===== src/rtl/ksc_queue.sv =====
// Short first-in first-out queue that decouples the front end from the
// counter-memory back end. Depends on nothing but its parameters.
`default_nettype none

module ksc_queue #(
	parameter int W     = 8,
	parameter int DEPTH = 4
) (
	input  logic         clk,
	input  logic         arst_n,
	input  logic         push,
	input  logic [W-1:0] wdata,
	output logic         ready,
	output logic         valid,
	output logic [W-1:0] rdata,
	input  logic         pop
);
	localparam int PW = (DEPTH > 1) ? $clog2(DEPTH) : 1;
	localparam int CW = $clog2(DEPTH + 1);

	logic [W-1:0]  slot_q [DEPTH];
	logic [PW-1:0] wr_q;
	logic [PW-1:0] rd_q;
	logic [CW-1:0] fill_q;
	logic          do_push;
	logic          do_pop;

	assign ready   = fill_q != CW'(DEPTH);
	assign valid   = fill_q != '0;
	assign rdata   = slot_q[rd_q];
	assign do_push = push && ready;
	assign do_pop  = pop && valid;

	always_ff @(posedge clk) begin
		if (do_push) slot_q[wr_q] <= wdata;
	end

	always_ff @(posedge clk or negedge arst_n) begin
		if (!arst_n) begin
			wr_q   <= '0;
			rd_q   <= '0;
			fill_q <= '0;
		end else begin
			if (do_push) wr_q <= (wr_q == PW'(DEPTH - 1)) ? '0 : wr_q + 1'b1;
			if (do_pop) rd_q <= (rd_q == PW'(DEPTH - 1)) ? '0 : rd_q + 1'b1;
			if (do_push && !do_pop) fill_q <= fill_q + 1'b1;
			else if (do_pop && !do_push) fill_q <= fill_q - 1'b1;
		end
	end

endmodule

`default_nettype wire


===== config.mk =====
export PLATFORM = sky130hd
export DESIGN_NAME = ksc_queue
export DESIGN_NICKNAME = d
export VERILOG_FILES = /design/src/rtl/ksc_queue.sv
export SDC_FILE = /design/constraint.sdc
export NUM_CORES = 1
export LEC_CHECK = 0
export ABC_AREA = 1
export BUFFER_PORTS_ARGS = -buffer_cell sky130_fd_sc_hd__buf_4
export CAP_MARGIN = 20
export CORE_MARGIN = 3
export CORE_UTILIZATION = 60
export DETAILED_ROUTE_END_ITERATION = 10
export GPL_TIMING_DRIVEN = 0
export PLACE_DENSITY_LB_ADDON = 0.2
export SYNTH_ARGS = -nofsm -noshare
export SYNTH_HDL_FRONTEND = slang
export SYNTH_SLANG_ARGS = --single-unit

===== constraint.sdc =====
create_clock -name clk -period 3.75 [get_ports clk]
set_clock_uncertainty 0.2 [all_clocks]
set_input_delay 0 -clock clk [delete_from_list [all_inputs] [get_ports clk]]
set_output_delay 0 -clock clk [all_outputs]
set_load 0.01 [all_outputs]

; After elaboration in Yosys (flattened, before gate mapping)
; Memories as Yosys holds them, arrays and structs flattened.
; Cells that the tools add are included.
[totals]
register_bits = 7
ramBits = 32
inputBits = 12
out_inout_bits = 10
memories = 1
[op_classes]
n_addsub = 4
eq_ne = 3
mux = 6
n_reduce_logical = 8
[memory_table]
columns = memory, depth, width, rd, rd_ports_with_merged_regs, write_ports, line
row1 = slot_q, 4, 8, 1, 0, 1, 21  ; logic [W-1:0] slot_q [DEPTH];
[op_table]
columns = operator, count
row1 = $mux W3, 2
row2 = $add A2 B1 Y2 const B, 2
row3 = $eq A2 B2 Y1 const B, 2
row4 = $logic_and A1 B1 Y1, 4
row5 = $mux W2, 2
row6 = $add A3 B1 Y3 const B, 1
row7 = $ne A3 B3 Y1 const B, 1
row8 = $reduce_bool A3 Y1, 1
row9 = $sub A3 B1 Y3 const B, 1
row10 = $logic_not A1 Y1, 2
row11 = $mux W1, 2
row12 = $reduce_bool A2 Y1, 1

; Depth between registers and ports, before layout
[depth]
depth_word = 6
ltp_mapped = 12
ltp_nobuf = 12

; Worst setup path before layout
; OpenSTA, ideal clock, no wires.
[synth_timing]
path_type = register -> register
start = register fill_q[1]
end = register fill_q[2]
t_arrival_ns = 1.603
required_time_ns = 3.433
setup_slack_ns = 1.830
stages_incl_launch_ff = 11
path_cell_list = dfrtp_1 > inv_1 > nand3_1 > nand2_2 > ha_1 > inv_1 > fa_1 > nand2_1 > nand3_1 > nand2_1 > nand2_1
[synth_between]
elab_chain_len = 5
[synth_rtl]
columns = element, line
row1 = from (decl), 24  ; logic [CW-1:0] fill_q;
row2 = from (signal assigned), 46  ; if (do_push && !do_pop) fill_q <= fill_q + 1'b1;
row3 = from (signal assigned), 47  ; else if (do_pop && !do_push) fill_q <= fill_q - 1'b1;
row4 = $reduce_bool A3 Y1 *, 29  ; assign valid = fill_q != '0;
row5 = named net valid, 14  ; output logic valid,
row6 = $logic_and A1 B1 Y1 *, 32  ; assign do_pop = pop && valid;
row7 = $logic_not A1 Y1, 46
row8 = $logic_and A1 B1 Y1, 46
row9 = $mux W3 or $reduce_bool A2 Y1 (tied branches), -
; The timed path passes the listed nets; every way through them passes the cells marked *. The select of a mux whose other input is x is not followed.
; A chain may end at the register's enable or synchronous reset.

; Final worst setup path
[layout_timing]
start = register fill_q[1]
end = register fill_q[1]
[layout_between]
elab_chain_len = 5
[layout_rtl]
columns = element, line
row1 = $ne A3 B3 Y1 *, 28  ; assign ready = fill_q != CW'(DEPTH);
row2 = $logic_and A1 B1 Y1 *, 31  ; assign do_push = push && ready;
row3 = named net do_push, 25  ; logic do_push;
row4 = $logic_not A1 Y1, 47
row5 = $logic_and A1 B1 Y1, 47
row6 = $reduce_bool A2 Y1 (no line), -
; Marks and branches as above.

==> impl_metrics.sql <==
INSERT INTO impl_metrics (metric_group, metric, value, unit) VALUES
('outcome', 'run_status', 'complete, no violations', ''),
('clocking', 'cts_num_sinks', '39', ''),
('synth', 'synth_simple_gate_area_share', '12.6', '%'),
('finish', 'layout.filler_cells', '155', ''),
('floorplanning', 'start_util', '66.6', '%'),
('power_and_ir_drop', 'power_density', '749', 'nW/um^2'),
('finish', 'num-nets-final', '211', ''),
('setup_path', 'worstPathArrival', '2.08', 'ns'),
('grt', 'gr-usage-all-layers', '23.6', '%'),
('power_and_ir_drop', 'power.leakage', '0.000949', 'uW'),
('synth', 'yosys.area_share.xor_xnor', '0.499', '%'),
('power_and_ir_drop', 'peakVddDrop', '0.614', 'mV'),
('placement', 'post-place-ws', '1.70', 'ns'),
('sta', 'number_of_setup_violations_in_the_final_report', '0', ''),
('synth', 'synthesis.yosys.warnings', '0', ''),
('clocking', 'clkLatencyLatePin', '0.34', 'ns'),
('finish', 'final_layout_size_suffix_gt1_share', '19.2', '%'),
('clocking', 'post_cts.repair.setup_buffers', '0', ''),
('synth', 'synth_compound_gate_area_share', '7.13', '%'),
('min_path', 'min-delay-path-class', 'in2reg', ''),
('synth', 'synth_seq_cells', '39', ''),
('synth', 'netlist.area_leader.share', '54.8', '%'),
('finish', 'final_design_area_no_fill', '2150', 'sq um'),
('clocking', 'max-clock-path-buffers', '2', ''),
('routing', 'routed-via-count', '1188', ''),
('synth', 'number_of_enable_flip_flop_cells_after_synthesis', '32', ''),
('clocking', 'clock_pin_slew_reported_for_the_worst_setup_and_hold_paths_after_clock_tree_synthesis', '0.11', 'ns'),
('routing', 'detail_route.vias_per_cell', '5.33', ''),
('finish', 'num_antenna_cells', '0', ''),
('sta', 'timing.max_slew.rel_slack', '47.3', '%'),
('grt', 'grt_first_pass_wirelength', '5.77', 'mm'),
('synth', 'main_combinational_cell_family_by_area_after_synthesis', 'simple AND/OR/NAND/NOR gates', ''),
('placement', 'dpl-instance-area', '1950', 'sq um'),
('synth', 'netlist_top_cells_area', 'sky130_fd_sc_hd__edfxtp_1, sky130_fd_sc_hd__dfrtp_1, sky130_fd_sc_hd__nand2_1', ''),
('power_and_ir_drop', 'combinationalPowerShare', '43.6', '%'),
('floorplanning', 'rows', '18', ''),
('finish', 'multiInputGateArea', '449', 'sq um'),
('power_and_ir_drop', 'power_switching', '590', 'uW'),
('setup_path', 'cp_data_required_time', '3.79', 'ns'),
('synth', 'synth_async_sr_flop_share', '17.9', '%'),
('grt', 'overflow', '0', ''),
('sta', 'tightest_slew', '0.787', 'ns'),
('synth', 'synth_largest_area_cell', 'sky130_fd_sc_hd__edfxtp_1', ''),
('power_and_ir_drop', 'power.clock.fraction', '16.9', '%'),
('setup_path', 'critical_path_peak_fanout', '7', ''),
('setup_path', 'criticalPathCategory', 'reg2reg', ''),
('synth', 'dominantRegCellSynth', 'sky130_fd_sc_hd__edfxtp_1', ''),
('synth', 'post-synth-top-count-cell', 'sky130_fd_sc_hd__nand2_1', ''),
('finish', 'syn_to_final_growth', '22.3', '%'),
('sta', 'max_freq', '489', 'MHz'),
('sta', 'finalWorstSetupSlack', '1.71', 'ns'),
('routing', 'route.final.wire_length', '3.54', 'mm'),
('placement', 'dp.final_hpwl', '2.30', 'mm'),
('routing', 'drc', '0', ''),
('routing', 'detail_route.first_pass.iterations', '4', ''),
('clocking', 'cts_buffers', '5', ''),
('floorplanning', 'pin_count', '22', ''),
('synth', 'synthDistinctLibCells', '16', ''),
('routing', 'drt-initial-drc-count', '57', ''),
('clocking', 'cts-root-buf', 'sky130_fd_sc_hd__clkbuf_4', ''),
('clocking', 'cts_hold_repair.buffers', '12', ''),
('run', 'max_cap_violations', '0', ''),
('floorplanning', 'chipHeight', '60.1', 'um'),
('synth', 'synth.area.mux_share', '0', '%'),
('finish', 'regArea', '1140', 'sq um'),
('placement', 'buffer_ports.inserted', '21', ''),
('floorplanning', 'fp.coreArea', '2640', 'sq um'),
('finish', 'final_core_utilization', '81.4', '%'),
('sta', 'period_minus_slack', '2.04', 'ns'),
('sta', 'fin_tns_setup', '0', 'ns'),
('synth', 'post_synth.cell_area_avg', '11.5', 'sq um');
## worst paths after layout
kind | from | cells after the start | slack [ns] | end
max reg2reg | fill_q[1]$_DFFE_PN0P_ | 9 | 1.71 | fill_q[1]$_DFFE_PN0P_
max in group asynchronous | arst_n | 3 | 2.69 | rd_q[1]$_DFFE_PN0P_
min reg2reg | fill_q[2]$_DFFE_PN0P_ | 2 | 0.33 | fill_q[2]$_DFFE_PN0P_
max | fill_q[1]$_DFFE_PN0P_ | 9 | 1.71 | fill_q[1]$_DFFE_PN0P_
min | wdata[6] | 2 | 0.19 | slot_q[0][6]$_DFFE_PP_
min in group asynchronous | arst_n | 3 | 0.41 | fill_q[0]$_DFFE_PN0P_
## cells by family (layout without fill, tap and decap cells)
logic type                 Yosys count  count (layout)
xor gates and xnor gates             1               1
buffers and inverters               35              76
adders and majority gates            7               7
DFF                                 39              39
and+or+nand+nor                     53              53
AOI/OAI and AO/OA                   17              17
## state kept, by name (all words and copies together) (netlist names)
signal / flops
slot_q: 32
fill_q: 3
wr_q: 2
rd_q: 2
## power groups by stage
| stage | Sequential (uW) | Clock, uW | Combinational (uW) |
|---|---|---|---|
| 3_5_place_dp | 645 | 0 | 694 |
| 2_1_floorplan | 632 | 0 | 442 |
| 6_report | 636 | 271 | 700 |
| 5_1_grt | 647 | 296 | 786 |
| 4_1_cts | 635 | 275 | 706 |
| 3_3_place_gp | 638 | 0 | 646 |
## critical path, stage by stage, from the launching register on
cell and delay (ns):
sky130_fd_sc_hd__dfrtp_1 0.42, sky130_fd_sc_hd__inv_1 0.11, sky130_fd_sc_hd__nand3_2 0.14, sky130_fd_sc_hd__nand2_2 0.16, sky130_fd_sc_hd__inv_1 0.06, sky130_fd_sc_hd__ha_1 0.20
sky130_fd_sc_hd__inv_1 0.08, sky130_fd_sc_hd__fa_1 0.42, sky130_fd_sc_hd__nand2_1 0.07, sky130_fd_sc_hd__o21ai_0 0.07
## final cells by class
class,count,area share [%]
Tap cell,30,1.75
Timing Repair Buffer,33,12.9
Sequential cell,39,52.9
Inverter,30,5.25
Multi-Input combinational cell,78,20.9
Buffer,5,2.62
Clock inverter,3,1.81
Clock buffer,5,1.75
## stage by stage
stage	std cells	hold slack, ns	total power, uW
floorplan	152	-0.496	1070
global placement	203	-0.384	1280
detailed placement	203	-0.380	1340
CTS	223	0.179	1620
global route	223	0.176	1730
finish	223	0.194	1610
## per-layer routing
layer / vias to the layer above / track usage, % / wire [um] / share of wire [%]
li1: 585 / - / - / -
met1: 553 / 26.9 / 1420 / 40
met2: 39 / 40.9 / 1870 / 53
met3: 11 / 7.56 / 169 / 4.8
met4: 0 / 9.18 / 79 / 2.2
met5: - / 0 / 0 / 0
## placed cells by master, fill, tap and decap left out
cell type                       netlist  routed
sky130_fd_sc_hd__nand3_1              6       6
sky130_fd_sc_hd__clkbuf_4             0       5
sky130_fd_sc_hd__buf_4                0      21
sky130_fd_sc_hd__fa_1                 1       1
sky130_fd_sc_hd__nand3_2              1       1
sky130_fd_sc_hd__ha_1                 6       6
sky130_fd_sc_hd__clkinv_2             0       1
sky130_fd_sc_hd__o211ai_1            16      16
sky130_fd_sc_hd__nand2_2              2       2
sky130_fd_sc_hd__inv_2                1       1
sky130_fd_sc_hd__edfxtp_1            32      32
sky130_fd_sc_hd__nor2_1               6       6
sky130_fd_sc_hd__buf_6                5       5
sky130_fd_sc_hd__clkinv_1             0       1
sky130_fd_sc_hd__inv_1               29      29
sky130_fd_sc_hd__nand2_1             37      37
sky130_fd_sc_hd__dlygate4sd3_1        0      12
sky130_fd_sc_hd__xnor2_1              1       1
sky130_fd_sc_hd__bufinv_16            0       1
sky130_fd_sc_hd__o21ai_0              1       1
sky130_fd_sc_hd__dfrtp_1              7       7
sky130_fd_sc_hd__nand4_1              1       1
Power figures use the tool's default switching activity.
