**config.mk**
```make
export PLATFORM = sky130hd
export DESIGN_NAME = ksc_front_flat
export DESIGN_NICKNAME = d
export VERILOG_FILES = /design/src/rtl/ksc_pkg.sv /design/src/rtl/ksc_if.sv /design/src/rtl/ksc_front.sv /design/src/flat_wrapper.sv
export SDC_FILE = /design/constraint.sdc
export NUM_CORES = 1
export LEC_CHECK = 0
export ABC_AREA = 1
export BUFFER_PORTS_ARGS = -buffer_cell sky130_fd_sc_hd__buf_2
export CORE_MARGIN = 2
export CORE_UTILIZATION = 40
export DETAILED_ROUTE_END_ITERATION = 6
export MAX_ROUTING_LAYER = met4
export PLACE_DENSITY = 0.64
export SLEW_MARGIN = 10
export SYNTH_ARGS = -nofsm -noshare
export SYNTH_HDL_FRONTEND = slang
export SYNTH_SLANG_ARGS = --single-unit
```
**constraint.sdc**
```tcl
create_clock -name clk -period 11.9 [get_ports clk]
set_input_delay 2.38 -clock clk [delete_from_list [all_inputs] [get_ports clk]]
set_output_delay 2.38 -clock clk [all_outputs]
set_load 0.01 [all_outputs]
```
**src/rtl/ksc_pkg.sv**
```systemverilog
// Package for the k-mer spectrum counter: codes, record types, state encoding
// and the shared k and reverse-complement helpers.
// No dependencies; every other file of the block but ksc_queue imports it.
`default_nettype none

package ksc_pkg;

	localparam int K_MAX_DEF      = 8;
	localparam int COUNT_BITS_DEF = 24;
	localparam int KMAX_LIM       = 12;
	localparam int CODE_MAX_W     = 2 * KMAX_LIM;
	localparam int KLEN_W         = 4;
	localparam int CMD_W          = 2;
	localparam int KIND_W         = 2;
	localparam int BASE_W         = 8;
	localparam int ROW_W          = 16;
	localparam int COL_W          = 16;
	localparam int COUNT_W        = 24;
	localparam int QUEUE_DEPTH    = 4;
	localparam int CFG_INDEX_W    = 1;
	localparam int CFG_DATA_W     = 4;

	localparam logic [CFG_INDEX_W-1:0] REG_KMER_LEN = 1'd0;
	localparam logic [CFG_INDEX_W-1:0] REG_CANON    = 1'd1;

	localparam logic [BASE_W-1:0] CH_A = 8'h41;
	localparam logic [BASE_W-1:0] CH_C = 8'h43;
	localparam logic [BASE_W-1:0] CH_G = 8'h47;
	localparam logic [BASE_W-1:0] CH_T = 8'h54;

	typedef enum logic [CMD_W-1:0] {
		CMD_PUSH  = 2'd0,
		CMD_END   = 2'd1,
		CMD_FETCH = 2'd2
	} cmd_t;

	typedef enum logic [KIND_W-1:0] {
		KIND_STATUS = 2'd0,
		KIND_ENTRY  = 2'd1,
		KIND_DONE   = 2'd2
	} kind_t;

	typedef enum logic [1:0] {
		OP_INC   = 2'd0,
		OP_END   = 2'd1,
		OP_FETCH = 2'd2
	} op_kind_t;

	typedef struct packed {
		op_kind_t         op;
		logic             bad;
		logic [ROW_W-1:0] row;
	} op_t;

	typedef struct packed {
		kind_t              kind;
		logic               status;
		logic [ROW_W-1:0]   row_out;
		logic [COL_W-1:0]   column;
		logic [COUNT_W-1:0] count;
	} res_t;

	typedef struct packed {
		logic clearing;
		logic walking;
		logic flush_pending;
	} bk_stat_t;

	typedef enum logic [2:0] {
		S_CLEAR    = 3'd0,
		S_IDLE     = 3'd1,
		S_INC      = 3'd2,
		S_WALK_RD  = 3'd3,
		S_WALK_CHK = 3'd4
	} bk_state_t;

	// A k of zero behaves as one; anything above the build limit as the limit.
	function automatic logic [KLEN_W-1:0] eff_k(input logic [KLEN_W-1:0] raw,
		input logic [KLEN_W-1:0] kmax);
		logic [KLEN_W-1:0] r;
		r = raw;
		if (raw == '0) r = KLEN_W'(1);
		else if (raw > kmax) r = kmax;
		return r;
	endfunction

	// Digit j of the result is the complement of digit k-1-j of the code.
	function automatic logic [CODE_MAX_W-1:0] rev_comp(input logic [CODE_MAX_W-1:0] code,
		input logic [KLEN_W-1:0] k);
		logic [CODE_MAX_W-1:0] r;
		logic [CODE_MAX_W-1:0] sh;
		logic [KLEN_W-1:0]     src;
		r = '0;
		for (int j = 0; j < KMAX_LIM; j++) begin
			src = k - KLEN_W'(j) - KLEN_W'(1);
			sh = code >> {src, 1'b0};
			if (KLEN_W'(j) < k) r[2*j +: 2] = ~sh[1:0];
		end
		return r;
	endfunction

endpackage

`default_nettype wire

```
**src/rtl/ksc_if.sv**
```systemverilog
// Handshake channels of the k-mer spectrum counter: input items, result
// items and configuration writes. Depends on ksc_pkg.
`default_nettype none

interface ksc_in_if;
	import ksc_pkg::*;
	logic                valid;
	logic                ready;
	logic [CMD_W-1:0]    command;
	logic [BASE_W-1:0]   base;
	logic [ROW_W-1:0]    row;
	modport source (output valid, command, base, row, input ready);
	modport sink (input valid, command, base, row, output ready);
endinterface


`default_nettype wire

```
**src/rtl/ksc_front.sv**
```systemverilog
// Front end of the k-mer spectrum counter: accepts words, keeps the rolling
// window and the bad-base flag, and queues counter, end and fetch operations.
// Depends on ksc_pkg and ksc_if.
`default_nettype none

module ksc_front #(
	parameter int K_MAX = 8
) (
	input  logic                        clk,
	input  logic                        arst_n,
	ksc_in_if.sink                      item,
	input  logic [ksc_pkg::KLEN_W-1:0]  k,
	input  logic                        canonical,
	input  logic                        clearing,
	input  logic                        q_ready,
	output logic                        q_push,
	output ksc_pkg::op_t                q_op,
	output logic [2*K_MAX-1:0]          q_addr
);
	import ksc_pkg::*;

	localparam int AW = 2 * K_MAX;

	logic [AW-1:0]     window_q;
	logic [KLEN_W-1:0] seen_q;
	logic              bad_q;

	logic              accept;
	logic              base_ok;
	logic [1:0]        digit;
	logic [AW:0]       limit;
	logic [AW-1:0]     mask;
	logic [AW-1:0]     win_next;
	logic [AW-1:0]     rc;
	logic [KLEN_W-1:0] seen_next;

	assign item.ready = q_ready && !clearing;
	assign accept     = item.valid && item.ready;

	always_comb begin
		base_ok = 1'b1;
		digit   = 2'd0;
		unique case (item.base)
			CH_A: digit = 2'd0;
			CH_C: digit = 2'd1;
			CH_G: digit = 2'd2;
			CH_T: digit = 2'd3;
			default: base_ok = 1'b0;
		endcase
	end

	assign limit     = (AW+1)'(1) << {k, 1'b0};
	assign mask      = AW'(limit - 1'b1);
	assign win_next  = AW'({window_q, digit}) & mask;
	assign seen_next = (seen_q == '1) ? seen_q : seen_q + 1'b1;
	assign rc        = AW'(rev_comp(CODE_MAX_W'(win_next), k));
	assign q_addr    = (canonical && (rc < win_next)) ? rc : win_next;

	always_comb begin
		q_push    = 1'b0;
		q_op.op   = OP_INC;
		q_op.bad  = bad_q;
		q_op.row  = item.row;
		if (accept) begin
			unique case (item.command)
				CMD_PUSH: begin
					q_push  = base_ok && (seen_next >= k);
					q_op.op = OP_INC;
				end
				CMD_END: begin
					q_push  = 1'b1;
					q_op.op = OP_END;
				end
				CMD_FETCH: begin
					q_push  = 1'b1;
					q_op.op = OP_FETCH;
				end
				default: q_push = 1'b0;
			endcase
		end
	end

	always_ff @(posedge clk or negedge arst_n) begin
		if (!arst_n) begin
			window_q <= '0;
			seen_q   <= '0;
			bad_q    <= 1'b0;
		end else if (accept) begin
			unique case (item.command)
				CMD_PUSH: begin
					if (base_ok) begin
						window_q <= win_next;
						seen_q   <= seen_next;
					end else begin
						bad_q <= 1'b1;
					end
				end
				CMD_END: begin
					window_q <= '0;
					seen_q   <= '0;
					bad_q    <= 1'b0;
				end
				default: bad_q <= bad_q;
			endcase
		end
	end

endmodule

`default_nettype wire

```
**src/flat_wrapper.sv**
```systemverilog
// flat-port wrapper written by rule: the top's interface ports become plain ports
module ksc_front_flat import ksc_pkg::*;
#(
	parameter int K_MAX = 8
)
  (clk, arst_n, k, canonical, clearing, q_ready, q_push, q_op, q_addr, item_valid, item_command, item_base, item_row, item_ready);
  ksc_in_if item_i ();
  input  logic clk;
  input  logic arst_n;
  input  logic [ksc_pkg::KLEN_W-1:0] k;
  input  logic canonical;
  input  logic clearing;
  input  logic q_ready;
  output logic q_push;
  output ksc_pkg::op_t q_op;
  output logic [2*K_MAX-1:0] q_addr;
  input wire logic [$bits(item_i.valid)-1:0] item_valid;
  input wire logic [$bits(item_i.command)-1:0] item_command;
  input wire logic [$bits(item_i.base)-1:0] item_base;
  input wire logic [$bits(item_i.row)-1:0] item_row;
  output wire logic [$bits(item_i.ready)-1:0] item_ready;
  assign item_i.valid = item_valid;
  assign item_i.command = item_command;
  assign item_i.base = item_base;
  assign item_i.row = item_row;
  assign item_ready = item_i.ready;
  ksc_front #(.K_MAX(K_MAX)) u_core (.clk(clk), .arst_n(arst_n), .item(item_i), .k(k), .canonical(canonical), .clearing(clearing), .q_ready(q_ready), .q_push(q_push), .q_op(q_op), .q_addr(q_addr));
endmodule
```
=== Word level (Yosys, flattened, before mapping) ===
Index checks and enable logic that the tools add are counted.

* Flip-flop bits (word level): 19
* Bits in latches: 0
* Memory bits (writable): 0
* Bits in read-only memories: 0
* Input bits: 36
* Logic and storage cells: 89
* Memories kept: 0

* Add/subtract/negate cells: 16
* $mul: 0
* Div/mod/pow operators: 0
* Order comparisons: 10
* Eq/ne operators: 9
* Shift-type cells: 9
* Muxes and demuxes: 22
* Bitwise logic cells: 9
* Reduce and logical (&&, ||, !) cells: 11

{| class="wikitable"
|+ Operator list
! operator !! number
|-
| right shift 16 x 5 -> 2 bit || 8
|-
| equality test 8 x 7 -> 1 bit (second input constant) || 4
|-
| subtractor 4 x 1 -> 4 bit (second input constant) || 8
|-
| one-hot mux 14 bit (2 select lines) || 1
|-
| 2-to-1 mux 2 bit || 9
|-
| bitwise AND 16 bit || 1
|-
| < comparator 16 bit || 1
|-
| < comparator 3 x 4 -> 1 bit (first input constant) || 4
|-
| 2-to-1 mux 16 bit || 1
|-
| inverter 2 bit || 8
|-
| << shifter 1 x 5 -> 16 bit (first input constant) || 1
|-
| subtractor 16 x 1 -> 16 bit (second input constant) || 1
|-
| subtractor 4 x 3 -> 4 bit (second input constant) || 4
|-
| 2-to-1 mux 14 bit || 1
|-
| < comparator 1 x 4 -> 1 bit (first input constant) || 2
|-
| < comparator 2 x 4 -> 1 bit (first input constant) || 2
|-
| 2-to-1 mux 4 bit || 2
|-
| one-hot mux 4 bit (2 select lines) || 1
|-
| subtractor 4 x 2 -> 4 bit (second input constant) || 2
|-
| one-hot mux 2 bit (3 select lines) || 1
|-
| AND reduction 3 bit || 2
|-
| adder 4 x 1 -> 4 bit (second input constant) || 1
|-
| equality test 4 bit (second input constant) || 1
|-
| greater-or-equal comparator 4 bit || 1
|-
| other kinds (13) || 19
|}

=== Logic depth before layout (Yosys ltp) ===
* Word-level depth: 9
* Mapped depth: 27
* Gate-level depth less buffers: 25

=== Least setup slack after synthesis ===
Ideal clock, no wire load.

* Kind: input to output
* Start point: input k[0] in the netlist's numbering
* End point: output q_addr[10]
* Arrival: 5.751 ns
* Path slack: 3.769 ns
* Cell stages on the path: 21
* Buffers on the path: 2
* Path through: inv_1 > clkbuf_1 > ha_1 > nand2_4 > ha_1 > nand3_1 > nor2_1 > nand2_1 > inv_1 > o21ai_0 > nand2_1 > o21ai_0 > inv_1 > a21oi_1 > ha_1 > nand2_1 > nand3b_1 > nor3_2 > clkbuf_1 > nand3_1 > nand2_1

* Cells in the longest elaborated chain, start to end: 9
* Elaborated cells between the ends (all ways): 52

{| class="wikitable"
|+ Ends and longest elaborated chain
! what !! line !! text
|-
| start, declared || flat_wrapper.sv:10 || <nowiki>input logic [ksc_pkg::KLEN_W-1:0] k;</nowiki>
|-
| << shifter 1 x 5 -> 16 bit || ksc_front.sv:52 || <nowiki>assign limit = (AW+1)'(1) << {k, 1'b0};</nowiki>
|-
| subtractor 16 x 1 -> 16 bit || ksc_front.sv:53 || <nowiki>assign mask = AW'(limit - 1'b1);</nowiki>
|-
| bitwise AND 16 bit || ksc_front.sv:54 || <nowiki>assign win_next = AW'({window_q, digit}) & mask;</nowiki>
|-
| right shift 16 x 5 -> 2 bit || ksc_pkg.sv:96 || <nowiki>sh = code >> {src, 1'b0};</nowiki>
|-
| inverter 2 bit || ksc_pkg.sv:97 || <nowiki>if (KLEN_W'(j) < k) r[2*j +: 2] = ~sh[1:0];</nowiki>
|-
| 2-to-1 mux 2 bit || ksc_pkg.sv:97 ||
|-
| < comparator 16 bit || ksc_front.sv:57 || <nowiki>assign q_addr = (canonical && (rc < win_next)) ? rc : win_next;</nowiki>
|-
| logical AND 1 bit || ksc_front.sv:57 ||
|-
| 2-to-1 mux 16 bit (*) || ksc_front.sv:57 ||
|-
| end, declared || flat_wrapper.sv:16 || <nowiki>output logic [2*K_MAX-1:0] q_addr;</nowiki>
|}

Every way passes the cells marked *; elsewhere a longest branch is shown, timed or not.

=== Worst setup path in the final report ===
* Start point: input k[0] in the netlist's numbering
* End point: output q_addr[3]

Same word-level chain as after synthesis.

==> metrics.txt <==
status finished, final reports clean; IO Count 73; Clock Power Share 11.0%; number of max-cap violations 0; H-tree depth 1; CP delay by family, top simple AND/OR/NAND/NOR gates; Peak Freq 101 MHz; CP startpoint k[0]; WL/cell 14.1 µm; Hold Buf Count CTS 0; Die Wd 93.1 µm; RSZ-0062 raised after global routing no; combinational share of power 66.2%; critical path arrival 7520 ps; syn avg cell area 6.18 µm²; Setup WS pre-CTS 2110 ps; # DRC 0; root buf cell clkbuf_8; sequential fraction of the synthesis area 15.0%; # resized after CTS 0; Synth cell types 36; Tcrit/Tclk final 83.2%; Synthesized Nets 591; post-synthesis cell count 514; worst-path maximum fanout 28; Ant. Diodes 0; VDD IR max 0.0000363 V; ys async rst share 100%; gr usage total 22.0%; TritonCTS Sinks 19; core area 0.00773 mm²; worst min-delay path category register to register; critical path's slowest cell nor3_2; Core Rows 32; die height 93.1 µm; TNS Setup 0 ps; CTS clk-pin slew, worst paths 70 ps; Post-Route WL 8930 µm; Synth Warn # 0; Clock Skew 1.50 ps; CP required 9520 ps; largest net degree at the start of global routing 29; fin. max-slew vios 0; Iteration-0 DRC Markers 286; initial antenna violation count 0; register area 475 µm²; crit start category primary input; total die area 0.00867 mm²; global-route wire length before repair 14900 µm; worst path bufs/invs 6; final-report hold violation count 0; vias in the first global route 3065; Mapped Area 0.00318 mm²; clk buf depth 2; Final #Nets 607; gp weighted congestion 0.957; Worst Hold Launch u_core.window_q[0]; via count 3343; Cell Pwr Density 125 mW/mm²; clock latency on the worst-skew pair 260 ps; hpwl dp 7200 µm; count of flip-flops with a built-in enable after synthesis 0; CTS buffer count 3; Largest stage delay, worst path 820 ps; Final setup viols 0; Initial DRT Pass Iterations 5; CTS tree yes; total gr overflow 0; worst flop-to-flop path startpoint u_core.seen_q[0]; Final ANT Viol Nets 0; post-CTS setup buffers 0; most common cell after layout, fill and taps aside nand2_1; P&R area growth vs syn 5.51%; Util after Layout 43.4%; Multi-input gate area 0.00217 mm²; Starting Density 41.1%; number of fill cells in the layout 831; Reg power frac 22.8%; leak pwr 0.00193 µW; commonest cells after routing, fill and taps aside 137 x nand2_1, 84 x inv_1, 41 x ha_1; Int Power 210 µW; NetSw 210 µW; WS Path Type primary input to output pin; Critical Path End Type output pin; Switching Share 49.9%; Synth Flop Type dfrtp_1; Setup WS post-layout 2000 ps; share of cells above drive strength 1 12.1%; flops & latches, synth 19; Worst slew margin 27.4%; vias per cell 5.30; Worst Tran Pin Value 1080 ps; IO Port Bufs 40; crit path time final 9900 ps
synthesized netlist by cell type (3+ instances only):
cell type	n	share of area, %
nand2_1	137	16
inv_1	84	9.9
ha_1	41	16
nand3_1	40	6.3
nor2_1	35	4.1
o21ai_0	30	4.7
a21oi_1	20	3.1
dfrtp_1	19	15
buf_4	18	4.3
o22ai_1	17	3.3
a31oi_1	9	1.8
xor2_1	7	1.9
clkbuf_1	6	0.71
nand3_2	5	1.6
o21a_1	5	1.2
nand4_1	4	0.79
a211oi_1	3	0.71
buf_6	3	1.1
nand2_2	3	0.59
nand2_4	3	1.1
o211ai_1	3	0.71
per-stage QoR:
stage | hold slack, ps | std cells | total power (µW) | area [µm²]
2_1_floorplan | 516 | 514 | 299 | 3180
3_3_place_gp | 531 | 627 | 369 | 3310
3_5_place_dp | 537 | 627 | 371 | 3310
4_1_cts | 549 | 631 | 419 | 3350
5_1_grt | 575 | 631 | 466 | 3350
6_report | 548 | 631 | 420 | 3350
worst register-to-register path, cell delays in order, from the launching register on:
cell and delay, ps:
dfrtp_1 390, ha_1 180, nand2_1 90, nor2_1 250, xor2_1 290, o22ai_1 120
cells by family (layout without fill, tap and decap cells):
| kind of cell | after synthesis | count (layout) | synth area share, % |
|---|---|---|---|
| AND/OR/NAND/NOR | 233 | 233 | 32.1 |
| buffers and inverters | 117 | 132 | 16.7 |
| AO/OA/AOI/OAI | 94 | 94 | 17.2 |
| adder cells (fa/ha/maj) | 41 | 41 | 16.1 |
| flip-flops | 19 | 19 | 15.0 |
| XOR/XNOR | 8 | 8 | 2.20 |
| multiplexers | 2 | 2 | 0.630 |
area by class of cell:
type | instances | share of cell area (%)
Multi-Input combinational cell | 378 | 64.7
Sequential cell | 19 | 14.2
Inverter | 88 | 9.93
Timing Repair Buffer | 40 | 5.97
Tap cell | 102 | 3.81
Clock buffer | 3 | 1.23
Clock inverter | 1 | 0.149
sequential cells by signal, summed over array words and instances (netlist names):
signal           flops
u_core.bad_q         1
u_core.seen_q        4
u_core.window_q     14
power groups by stage:
stage	clock [µW]	combinational (µW)	sequential [µW]
2_1_floorplan	0	205	93.3
3_3_place_gp	0	272	96.6
3_5_place_dp	0	274	96.7
4_1_cts	47.6	276	95.7
5_1_grt	50.5	317	98.4
6_report	46.2	278	95.6
per-layer routing:
metal	up-vias	track usage, %	wire length [µm]
li1	1678	-	-
met5	-	-	0
met3	23	3.71	697
met4	0	7.35	228
met2	153	34.4	4030
met1	1489	28.9	3970
final timing paths:
check | end | slack, ps | cells past startpoint
min in group asynchronous | u_core.seen_q[1] | 2050 | 1
max in group asynchronous | u_core.window_q[3] | 9550 | 1
max | q_addr[3] | 2000 | 25
min | u_core.window_q[0] | 550 | 2
min reg2reg | u_core.window_q[0] | 550 | 2
max reg2reg | u_core.seen_q[0] | 10440 | 5
(Power assumes the default switching activity.)
